$ cat src/hw/rtl/ujse_pkg.sv
// Shared types, constants and helpers for the UTF-8 validating JSON string escaper.
package ujse_pkg;

    localparam int unsigned QueueDepth = 4;
    localparam int unsigned QueuePtrW  = $clog2(QueueDepth);
    localparam int unsigned QueueCntW  = $clog2(QueueDepth + 1);
    localparam int unsigned TailMax    = 6;

    localparam logic [7:0] CH_QUOTE  = 8'h22;
    localparam logic [7:0] CH_BSLASH = 8'h5C;
    localparam logic [7:0] CH_ZERO   = 8'h30;
    localparam logic [7:0] CH_LOWER_B = 8'h62;
    localparam logic [7:0] CH_LOWER_F = 8'h66;
    localparam logic [7:0] CH_LOWER_N = 8'h6E;
    localparam logic [7:0] CH_LOWER_R = 8'h72;
    localparam logic [7:0] CH_LOWER_T = 8'h74;
    localparam logic [7:0] CH_LOWER_U = 8'h75;

    localparam logic [7:0] BYTE_BS  = 8'h08;
    localparam logic [7:0] BYTE_TAB = 8'h09;
    localparam logic [7:0] BYTE_LF  = 8'h0A;
    localparam logic [7:0] BYTE_FF  = 8'h0C;
    localparam logic [7:0] BYTE_CR  = 8'h0D;

    localparam logic [7:0] REPL_B0 = 8'hEF;
    localparam logic [7:0] REPL_B1 = 8'hBF;
    localparam logic [7:0] REPL_B2 = 8'hBD;

    localparam logic [20:0] CP_MAX       = 21'h10FFFF;
    localparam logic [20:0] CP_SURR_LO   = 21'h00D800;
    localparam logic [20:0] CP_SURR_HI   = 21'h00DFFF;
    localparam logic [20:0] CP_MIN_LEN4  = 21'h010000;
    localparam logic [20:0] CP_MIN_LEN3  = 21'h000800;
    localparam logic [20:0] CP_MIN_LEN2  = 21'h000080;

    // Output work for one accepted input beat: optional opening quote,
    // a number of EF BF BD replacements, then up to six literal bytes.
    typedef struct packed {
        logic                  open_quote;
        logic [2:0]            rep_cnt;
        logic [2:0]            tail_len;
        logic [TailMax-1:0][7:0] tail_bytes;
    } job_t;

    function automatic logic [7:0] hex_char(input logic [3:0] nib);
        logic [7:0] c;
        if (nib < 4'd10)
            c = 8'h30 + {4'h0, nib};
        else
            c = 8'h57 + {4'h0, nib};
        return c;
    endfunction

endpackage

$ cat src/hw/rtl/ujse_front.sv
// Front end: accepts input beats, tracks UTF-8 sequences and builds output jobs.
module ujse_front (
    input  logic              clk,
    input  logic              rst_n,
    input  logic              in_valid,
    input  logic [7:0]        in_byte,
    input  logic              end_of_string,
    input  logic              queue_full,
    output logic              in_ready,
    output logic              push,
    output ujse_pkg::job_t    job
);

    logic              inside_reg, inside_next;
    logic [2:0][7:0]   held_reg, held_next;
    logic [1:0]        held_cnt_reg, held_cnt_next;
    logic [2:0]        seq_len_reg, seq_len_next;
    logic [20:0]       cp_reg, cp_next;

    logic              accept;
    logic              fresh_go;
    logic [20:0]       cp_ext;
    logic              ill;
    logic [2:0]        rep;

    assign in_ready = !queue_full;
    assign accept   = in_valid && in_ready;

    always_comb
    begin
        inside_next   = inside_reg;
        held_next     = held_reg;
        held_cnt_next = held_cnt_reg;
        seq_len_next  = seq_len_reg;
        cp_next       = cp_reg;
        job           = '0;
        fresh_go      = 1'b0;
        rep           = 3'd0;
        cp_ext        = {cp_reg[14:0], in_byte[5:0]};
        ill           = ((seq_len_reg == 3'd2) && (cp_ext < ujse_pkg::CP_MIN_LEN2)) ||
                        ((seq_len_reg == 3'd3) && (cp_ext < ujse_pkg::CP_MIN_LEN3)) ||
                        ((seq_len_reg == 3'd4) && (cp_ext < ujse_pkg::CP_MIN_LEN4)) ||
                        ((cp_ext >= ujse_pkg::CP_SURR_LO) &&
                         (cp_ext <= ujse_pkg::CP_SURR_HI)) ||
                        (cp_ext > ujse_pkg::CP_MAX);

        job.open_quote = !inside_reg;

        if (end_of_string)
        begin
            rep                = {1'b0, held_cnt_reg};
            job.tail_len       = 3'd1;
            job.tail_bytes[0]  = ujse_pkg::CH_QUOTE;
            inside_next        = 1'b0;
            held_cnt_next      = 2'd0;
            seq_len_next       = 3'd0;
            cp_next            = '0;
        end
        else
        begin
            inside_next = 1'b1;
            fresh_go    = 1'b1;
            if (held_cnt_reg != 2'd0)
            begin
                if (in_byte[7:6] == 2'b10)
                begin
                    fresh_go = 1'b0;
                    if (({1'b0, held_cnt_reg} + 3'd1) < seq_len_reg)
                    begin
                        held_next[held_cnt_reg] = in_byte;
                        held_cnt_next           = held_cnt_reg + 2'd1;
                        cp_next                 = cp_ext;
                    end
                    else
                    begin
                        if (ill)
                            rep = seq_len_reg;
                        else
                        begin
                            job.tail_len   = seq_len_reg;
                            job.tail_bytes[2:0] = held_reg;
                            job.tail_bytes[seq_len_reg - 3'd1] = in_byte;
                        end
                        held_cnt_next = 2'd0;
                        seq_len_next  = 3'd0;
                        cp_next       = '0;
                    end
                end
                else
                begin
                    // broken sequence: flush held bytes, then take this byte afresh
                    rep           = {1'b0, held_cnt_reg};
                    held_cnt_next = 2'd0;
                    seq_len_next  = 3'd0;
                    cp_next       = '0;
                end
            end

            if (fresh_go)
            begin
                if (!in_byte[7])
                begin
                    job.tail_len = 3'd2;
                    job.tail_bytes[0] = ujse_pkg::CH_BSLASH;
                    unique case (in_byte)
                        ujse_pkg::CH_QUOTE:  job.tail_bytes[1] = ujse_pkg::CH_QUOTE;
                        ujse_pkg::CH_BSLASH: job.tail_bytes[1] = ujse_pkg::CH_BSLASH;
                        ujse_pkg::BYTE_BS:   job.tail_bytes[1] = ujse_pkg::CH_LOWER_B;
                        ujse_pkg::BYTE_FF:   job.tail_bytes[1] = ujse_pkg::CH_LOWER_F;
                        ujse_pkg::BYTE_LF:   job.tail_bytes[1] = ujse_pkg::CH_LOWER_N;
                        ujse_pkg::BYTE_CR:   job.tail_bytes[1] = ujse_pkg::CH_LOWER_R;
                        ujse_pkg::BYTE_TAB:  job.tail_bytes[1] = ujse_pkg::CH_LOWER_T;
                        default:
                        begin
                            if (in_byte < 8'h20)
                            begin
                                job.tail_len      = 3'd6;
                                job.tail_bytes[1] = ujse_pkg::CH_LOWER_U;
                                job.tail_bytes[2] = ujse_pkg::CH_ZERO;
                                job.tail_bytes[3] = ujse_pkg::CH_ZERO;
                                job.tail_bytes[4] = ujse_pkg::hex_char(in_byte[7:4]);
                                job.tail_bytes[5] = ujse_pkg::hex_char(in_byte[3:0]);
                            end
                            else
                            begin
                                job.tail_len      = 3'd1;
                                job.tail_bytes[0] = in_byte;
                            end
                        end
                    endcase
                end
                else if (in_byte[7:5] == 3'b110)
                begin
                    seq_len_next  = 3'd2;
                    cp_next       = {16'd0, in_byte[4:0]};
                    held_next[0]  = in_byte;
                    held_cnt_next = 2'd1;
                end
                else if (in_byte[7:4] == 4'b1110)
                begin
                    seq_len_next  = 3'd3;
                    cp_next       = {17'd0, in_byte[3:0]};
                    held_next[0]  = in_byte;
                    held_cnt_next = 2'd1;
                end
                else if (in_byte[7:3] == 5'b11110)
                begin
                    seq_len_next  = 3'd4;
                    cp_next       = {18'd0, in_byte[2:0]};
                    held_next[0]  = in_byte;
                    held_cnt_next = 2'd1;
                end
                else
                    rep = rep + 3'd1;   // stray continuation or invalid lead
            end
        end
        job.rep_cnt = rep;
    end

    assign push = accept && (job.open_quote || (job.rep_cnt != 3'd0) || (job.tail_len != 3'd0));

    always_ff @(posedge clk or negedge rst_n)
    begin
        if (!rst_n)
        begin
            inside_reg   <= 1'b0;
            held_cnt_reg <= 2'd0;
            seq_len_reg  <= 3'd0;
            cp_reg       <= '0;
        end
        else if (accept)
        begin
            inside_reg   <= inside_next;
            held_cnt_reg <= held_cnt_next;
            seq_len_reg  <= seq_len_next;
            cp_reg       <= cp_next;
        end
    end

    always_ff @(posedge clk)
    begin
        if (accept)
            held_reg <= held_next;
    end

endmodule

$ cat src/hw/rtl/ujse_queue.sv
// Small job queue between front and back end.
module ujse_queue (
    input  logic            clk,
    input  logic            rst_n,
    input  logic            push,
    input  ujse_pkg::job_t  push_job,
    input  logic            pop,
    output ujse_pkg::job_t  head_job,
    output logic            nonempty,
    output logic            full
);

    ujse_pkg::job_t                         mem_reg [ujse_pkg::QueueDepth];
    logic [ujse_pkg::QueuePtrW-1:0]         wr_ptr_reg, rd_ptr_reg;
    logic [ujse_pkg::QueueCntW-1:0]         count_reg;

    assign nonempty = (count_reg != '0);
    assign full     = (count_reg == ujse_pkg::QueueCntW'(ujse_pkg::QueueDepth));
    assign head_job = mem_reg[rd_ptr_reg];

    always_ff @(posedge clk or negedge rst_n)
    begin
        if (!rst_n)
        begin
            wr_ptr_reg <= '0;
            rd_ptr_reg <= '0;
            count_reg  <= '0;
        end
        else
        begin
            if (push)
                wr_ptr_reg <= wr_ptr_reg + 1'b1;
            if (pop)
                rd_ptr_reg <= rd_ptr_reg + 1'b1;
            if (push && !pop)
                count_reg <= count_reg + 1'b1;
            else if (pop && !push)
                count_reg <= count_reg - 1'b1;
        end
    end

    always_ff @(posedge clk)
    begin
        if (push)
            mem_reg[wr_ptr_reg] <= push_job;
    end

endmodule

$ cat src/hw/rtl/ujse_back.sv
// Back end: walks the head job and drives the output register one byte a beat.
module ujse_back (
    input  logic            clk,
    input  logic            rst_n,
    input  ujse_pkg::job_t  head_job,
    input  logic            job_avail,
    output logic            pop,
    output logic            out_valid,
    output logic [7:0]      out_byte,
    output logic            out_last,
    input  logic            out_ready
);

    typedef enum logic [1:0] {SEG_OPEN, SEG_REP, SEG_TAIL} seg_t;

    logic        open_done_reg, open_done_next;
    logic [2:0]  rep_idx_reg, rep_idx_next;
    logic [1:0]  rep_phase_reg, rep_phase_next;
    logic [2:0]  tail_idx_reg, tail_idx_next;
    logic        valid_reg;
    logic [7:0]  byte_reg;
    logic        last_reg;

    seg_t        seg;
    logic        load;
    logic        emit;
    logic [7:0]  cur_byte;
    logic        cur_last;

    assign load = !valid_reg || out_ready;
    assign emit = load && job_avail;

    always_comb
    begin
        if (head_job.open_quote && !open_done_reg)
            seg = SEG_OPEN;
        else if (rep_idx_reg < head_job.rep_cnt)
            seg = SEG_REP;
        else
            seg = SEG_TAIL;
    end

    always_comb
    begin
        open_done_next = open_done_reg;
        rep_idx_next   = rep_idx_reg;
        rep_phase_next = rep_phase_reg;
        tail_idx_next  = tail_idx_reg;
        cur_byte       = ujse_pkg::CH_QUOTE;
        cur_last       = 1'b0;
        unique case (seg)
            SEG_OPEN:
            begin
                cur_byte       = ujse_pkg::CH_QUOTE;
                cur_last       = (head_job.rep_cnt == 3'd0) && (head_job.tail_len == 3'd0);
                open_done_next = 1'b1;
            end
            SEG_REP:
            begin
                case (rep_phase_reg)
                    2'd0:    cur_byte = ujse_pkg::REPL_B0;
                    2'd1:    cur_byte = ujse_pkg::REPL_B1;
                    default: cur_byte = ujse_pkg::REPL_B2;
                endcase
                cur_last = (rep_phase_reg == 2'd2) &&
                           ((rep_idx_reg + 3'd1) == head_job.rep_cnt) &&
                           (head_job.tail_len == 3'd0);
                if (rep_phase_reg == 2'd2)
                begin
                    rep_phase_next = 2'd0;
                    rep_idx_next   = rep_idx_reg + 3'd1;
                end
                else
                    rep_phase_next = rep_phase_reg + 2'd1;
            end
            SEG_TAIL:
            begin
                cur_byte      = head_job.tail_bytes[tail_idx_reg];
                cur_last      = (tail_idx_reg + 3'd1) == head_job.tail_len;
                tail_idx_next = tail_idx_reg + 3'd1;
            end
            default:
            begin
                cur_byte = ujse_pkg::CH_QUOTE;
                cur_last = 1'b0;
            end
        endcase
        // job done: rewind for the next one
        if (cur_last)
        begin
            open_done_next = 1'b0;
            rep_idx_next   = 3'd0;
            rep_phase_next = 2'd0;
            tail_idx_next  = 3'd0;
        end
    end

    assign pop       = emit && cur_last;
    assign out_valid = valid_reg;
    assign out_byte  = byte_reg;
    assign out_last  = last_reg;

    always_ff @(posedge clk or negedge rst_n)
    begin
        if (!rst_n)
        begin
            open_done_reg <= 1'b0;
            rep_idx_reg   <= 3'd0;
            rep_phase_reg <= 2'd0;
            tail_idx_reg  <= 3'd0;
            valid_reg     <= 1'b0;
        end
        else
        begin
            if (emit)
            begin
                open_done_reg <= open_done_next;
                rep_idx_reg   <= rep_idx_next;
                rep_phase_reg <= rep_phase_next;
                tail_idx_reg  <= tail_idx_next;
            end
            if (load)
                valid_reg <= job_avail;
        end
    end

    always_ff @(posedge clk)
    begin
        if (emit)
        begin
            byte_reg <= cur_byte;
            last_reg <= cur_last;
        end
    end

endmodule

$ cat src/hw/rtl/utf8_validating_json_string_escaper_core.sv
// Top level of the UTF-8 validating JSON string escaper.
//
//  channel  | signals                          | content
//  ---------+----------------------------------+------------------------------------
//  s_ (in)  | s_tvalid s_tready s_tdata s_tuser| raw string byte, end-of-string flag
//  m_ (out) | m_tvalid m_tready m_tdata m_tlast| escaped output byte, last of beat's run
//
// One input beat per cycle is taken while the four-entry job queue has room.
// The back end emits one output byte per cycle while a job is queued and m_tready
// is high; a beat yields at most 15 bytes, and output is registered.
// Reset is asynchronous, active low; no clearing pass follows it.
// Either side may stall on its own; the queue absorbs the difference.
module utf8_validating_json_string_escaper_core (
    input  logic       clk,
    input  logic       rst_n,
    input  logic       s_tvalid,
    output logic       s_tready,
    input  logic [7:0] s_tdata,   // [7:0] in_byte
    input  logic       s_tuser,   // [0] end_of_string
    output logic       m_tvalid,
    input  logic       m_tready,
    output logic [7:0] m_tdata,   // [7:0] out_byte
    output logic       m_tlast
);

    ujse_pkg::job_t push_job;
    ujse_pkg::job_t head_job;
    logic           q_push;
    logic           q_pop;
    logic           q_full;
    logic           q_nonempty;

    ujse_front u_front (
        .clk           (clk),
        .rst_n         (rst_n),
        .in_valid      (s_tvalid),
        .in_byte       (s_tdata),
        .end_of_string (s_tuser),
        .queue_full    (q_full),
        .in_ready      (s_tready),
        .push          (q_push),
        .job           (push_job)
    );

    ujse_queue u_queue (
        .clk      (clk),
        .rst_n    (rst_n),
        .push     (q_push),
        .push_job (push_job),
        .pop      (q_pop),
        .head_job (head_job),
        .nonempty (q_nonempty),
        .full     (q_full)
    );

    ujse_back u_back (
        .clk       (clk),
        .rst_n     (rst_n),
        .head_job  (head_job),
        .job_avail (q_nonempty),
        .pop       (q_pop),
        .out_valid (m_tvalid),
        .out_byte  (m_tdata),
        .out_last  (m_tlast),
        .out_ready (m_tready)
    );

    a_no_push_when_full: assert property (@(posedge clk) disable iff (!rst_n)
        q_push |-> !q_full)
        else $error("job pushed into a full queue");

    a_pop_needs_job: assert property (@(posedge clk) disable iff (!rst_n)
        q_pop |-> q_nonempty)
        else $error("job popped from an empty queue");

    a_end_beat_queued: assert property (@(posedge clk) disable iff (!rst_n)
        (s_tvalid && s_tready && s_tuser) |=> q_nonempty)
        else $error("end-of-string beat left no job for the closing quote");

endmodule
$ cat config.mk
export PLATFORM = sky130hd
export DESIGN_NAME = utf8_validating_json_string_escaper_core
export DESIGN_NICKNAME = d
export VERILOG_FILES = /design/src/hw/rtl/ujse_pkg.sv /design/src/hw/rtl/ujse_front.sv /design/src/hw/rtl/ujse_queue.sv /design/src/hw/rtl/ujse_back.sv /design/src/hw/rtl/utf8_validating_json_string_escaper_core.sv
export SDC_FILE = /design/constraint.sdc
export NUM_CORES = 1
export LEC_CHECK = 0
export BUFFER_PORTS_ARGS = -buffer_cell sky130_fd_sc_hd__clkbuf_2
export CORE_ASPECT_RATIO = 1.25
export CORE_MARGIN = 1.5
export CORE_UTILIZATION = 55
export CTS_CLUSTER_DIAMETER = 150
export CTS_CLUSTER_SIZE = 30
export DETAILED_ROUTE_END_ITERATION = 8
export PLACE_DENSITY = 0.74
export REMOVE_ABC_BUFFERS = 1
export SLEW_MARGIN = 15
export SYNTH_ARGS = -nofsm -noshare
export SYNTH_HDL_FRONTEND = slang
export SYNTH_SLANG_ARGS = --single-unit
$ cat constraint.sdc
create_clock -name clk -period 4.85 [get_ports clk]
set_clock_uncertainty 0.2 [all_clocks]
set_input_delay 0.2425 -clock clk [delete_from_list [all_inputs] [get_ports clk]]
set_output_delay 0.2425 -clock clk [all_outputs]
set_load 0.03 [all_outputs]
==> qor.csv <==
metric,value,unit
Seq cells post-synth,291,
Initial Util,55.82,%
vias in the first global route,7651,
DR DRC count,0,
CTS tree,done,
dominant cell by count in the synthesized netlist,edfxtp_1,
initial antenna violation count,0,
vias,7559,
Root Driver,clkbuf_16,
IO buf count,23,
IO Pins,24,
first-pass GRT wire length,43740,um
Leak,0.005024,uW
CP Cell Sequence,inv_1 -> ha_1 -> ha_1 -> a21boi_1 -> o22ai_1 -> or4_1 -> o21a_1 -> inv_1 -> ha_1 -> and4_1 -> o32ai_1 -> a221oi_2 -> inv_1 -> a31oi_2 -> ha_1 -> inv_1 -> fa_1 -> xor2_1 -> nor2_1 -> xor2_1,
gr ovfl total,0,
mean post-synth cell area,15.28,um2
Synth top cells by count,"edfxtp_1 (253), mux4_2 (63), nor2_1 (54)",
startpoint class of the critical path,flop,
hold_sp,s_tvalid,
VDD IR max,0.2769,mV
Reg2Reg Depth,20,
max-cap viol count,0,
Post-Route WL,27770,um
CP endpoint kind,flop,
post-synth top area share,57.75,%
Global Route Usage Sum,23.21,%
Post-synth top flop,edfxtp_1,
WHS,0.02123,ns
CP required,5.08,ns
detailed placement HPWL,19000,um
largest net degree at the start of global routing,56,
layout cells sized above 1,17.63,%
Mapped Area,0.01316,mm2
flop-to-flop setup slack,0.33,ns
r2r startpoint,u_front.held_cnt_reg[0],
max FFs per register,220,
Final Critical Period,4.519,ns
CP peak stage delay,0.48,ns
slew of the pin with the lowest slew margin,1.029,ns
PwrDens,525.8,mW/mm2
Area contributors post-synth,"edfxtp_1 (58%), mux4_2 (11%), dfrtp_1 (7.2%)",
"Cell Area, Placed",0.01376,mm2
Hold Path End,u_front.seq_len_reg[0],
row cnt,63,
NumNets Final,942,
design area,0.01419,mm2
max frequency,0.2213,GHz
Synth cell types,77,
Synth async-reset ratio,13.06,%
Initial DRT Pass Iterations,5,
Die Ht,175.9,um
RSZ-0062 raised after global routing,no,
clock sinks,291,
CP max-delay cell,or4_1,
Hold/Removal Path Class,input pin to flop,
Finish-stage setup viols,0,
synth-to-layout area growth,7.875,%
Slew HR,31.11,%
clock latency on the worst-skew pair,0.49,ns
crit path max fanout,4,
H-tree depth,1,
placer congestion estimate,0.9550,
Post-Synthesis Cells,861,
worst r2r dst,u_queue.count_reg[2],
critical path class,flop to flop,
Crit path max-delay family,adder cells,
outcome,finished clean,
Buf/Inv on CP,4,
setup TNS,0,ns
Avg Vias per Cell,6.331,
pre-CTS setup slack,0.2376,ns
Hold Crit Depth,3,
clk buf depth,3,
drt initial violations,764,
antenna cells,0,
fin crit share,93.17,%
CTS buffer count,13,
DR WL/cell,23.26,um
Synth Warn #,0,
total die area,0.02486,mm2
sequential area share after synthesis,64.97,%
Synth area leader,edfxtp_1,
Final WS setup,0.3310,ns
number of synthesized flops with an enable pin,253,
die width,141.3,um
ANT nets after route,0,
core area,0.02357,mm2
Final Hold Viols,0,
crit path DAT,4.75,ns
fin. max-slew vios,0,
clk slew on worst S/H paths,0.12,ns
[worst reg2reg max path: cells and delay by family, from the launching register on]
kind	cells	cell delay (ns)
buffers and inverters	4	0.30
and+or+nand+nor	3	0.79
DFF	1	0.41
xor gates and xnor gates	2	0.31
adders and majority gates	5	1.30
AOI/OAI and AO/OA	6	1.15
[logic make-up after synthesis]
| logic type | Yosys count | share of synthesized area, % |
|---|---|---|
| DFF | 291 | 64.97 |
| and+or+nand+nor | 212 | 8.283 |
| AOI/OAI and AO/OA | 154 | 8.055 |
| muxes | 85 | 12.52 |
| buffers and inverters | 75 | 2.359 |
| adders and majority gates | 30 | 2.910 |
| xor gates and xnor gates | 13 | 0.8654 |
| other | 1 | 0.02850 |
[cell type report]
type,count,area [um2]
Fill cell,1715,9376
Tap cell,292,365.4
Clock inverter,1,11.26
Clock buffer,17,340.3
Timing Repair Buffer,61,480.5
Inverter,30,112.6
Multi-Input combinational cell,502,4329
Sequential cell,291,8553
[cells in the final DEF (no fill, tap or decap), types with 5 or more instances in the layout]
master and count:
a211oi_1 5, a21o_1 5, a21oi_1 39, a22o_1 15, a22oi_1 6, and2_1 7, and3_1 17, buf_12 5
buf_4 26, clkbuf_16 13, clkbuf_2 22, conb_1 8, dfrtp_1 36, dlygate4sd3_1 7, edfxtp_1 253, ha_1 29
inv_1 28, mux2_2 6, mux2i_1 15, mux4_2 63, nand2_1 41, nand2b_1 9, nand3_1 19, nor2_1 54
nor2b_1 5, nor3_1 22, nor4_1 6, o21ai_0 36, xnor2_1 8, xor2_1 5
[per-stage QoR]
stage          utilization, %  instances  total power, uW
2_1_floorplan               -        823             5494
3_3_place_gp            58.40       1168             6232
3_5_place_dp            58.40       1168             6308
4_1_cts                 60.18       1193             7509
5_1_grt                 60.22       1194             7843
6_report                60.22       1194             7462
[report_power, final]
part | total [uW] | switching, uW | internal, uW
Sequential | 3510 | 212 | 3300
Clock | 1220 | 713 | 506
Combinational | 2730 | 1570 | 1160
[what timing repair did]
item	in CTS	in global routing
endpoints found under the setup margin	0	40
endpoints found under the hold margin	50	0
hold buffers	7	0
gates resized for setup	0	1
buffers inserted	0	1
[per-layer routing]
layer	share of wire [%]	GRT usage (%)
met1	40	30.19
met2	52	41.48
met3	5.0	2.236
met4	2.5	6.988
met5	0	0
[how the worst max path moves through the flow]
stage / startpoint / end / slack [ns] / cells after the start
after CTS: u_front.held_cnt_reg[0] / u_queue.count_reg[2] / 0.20 / 20
after global routing: u_front.held_cnt_reg[0] / u_queue.count_reg[2] / 0.03 / 20
final: u_front.held_cnt_reg[0] / u_queue.count_reg[2] / 0.33 / 20
after detailed placement: u_front.held_cnt_reg[0] / u_queue.count_reg[2] / 0.24 / 20
after floorplan: u_queue.rd_ptr_reg[0] / u_queue.count_reg[1] / -0.91 / 14
after global placement: u_front.held_cnt_reg[0] / u_queue.count_reg[2] / 0.36 / 20
Power figures use the tool's default switching activity.
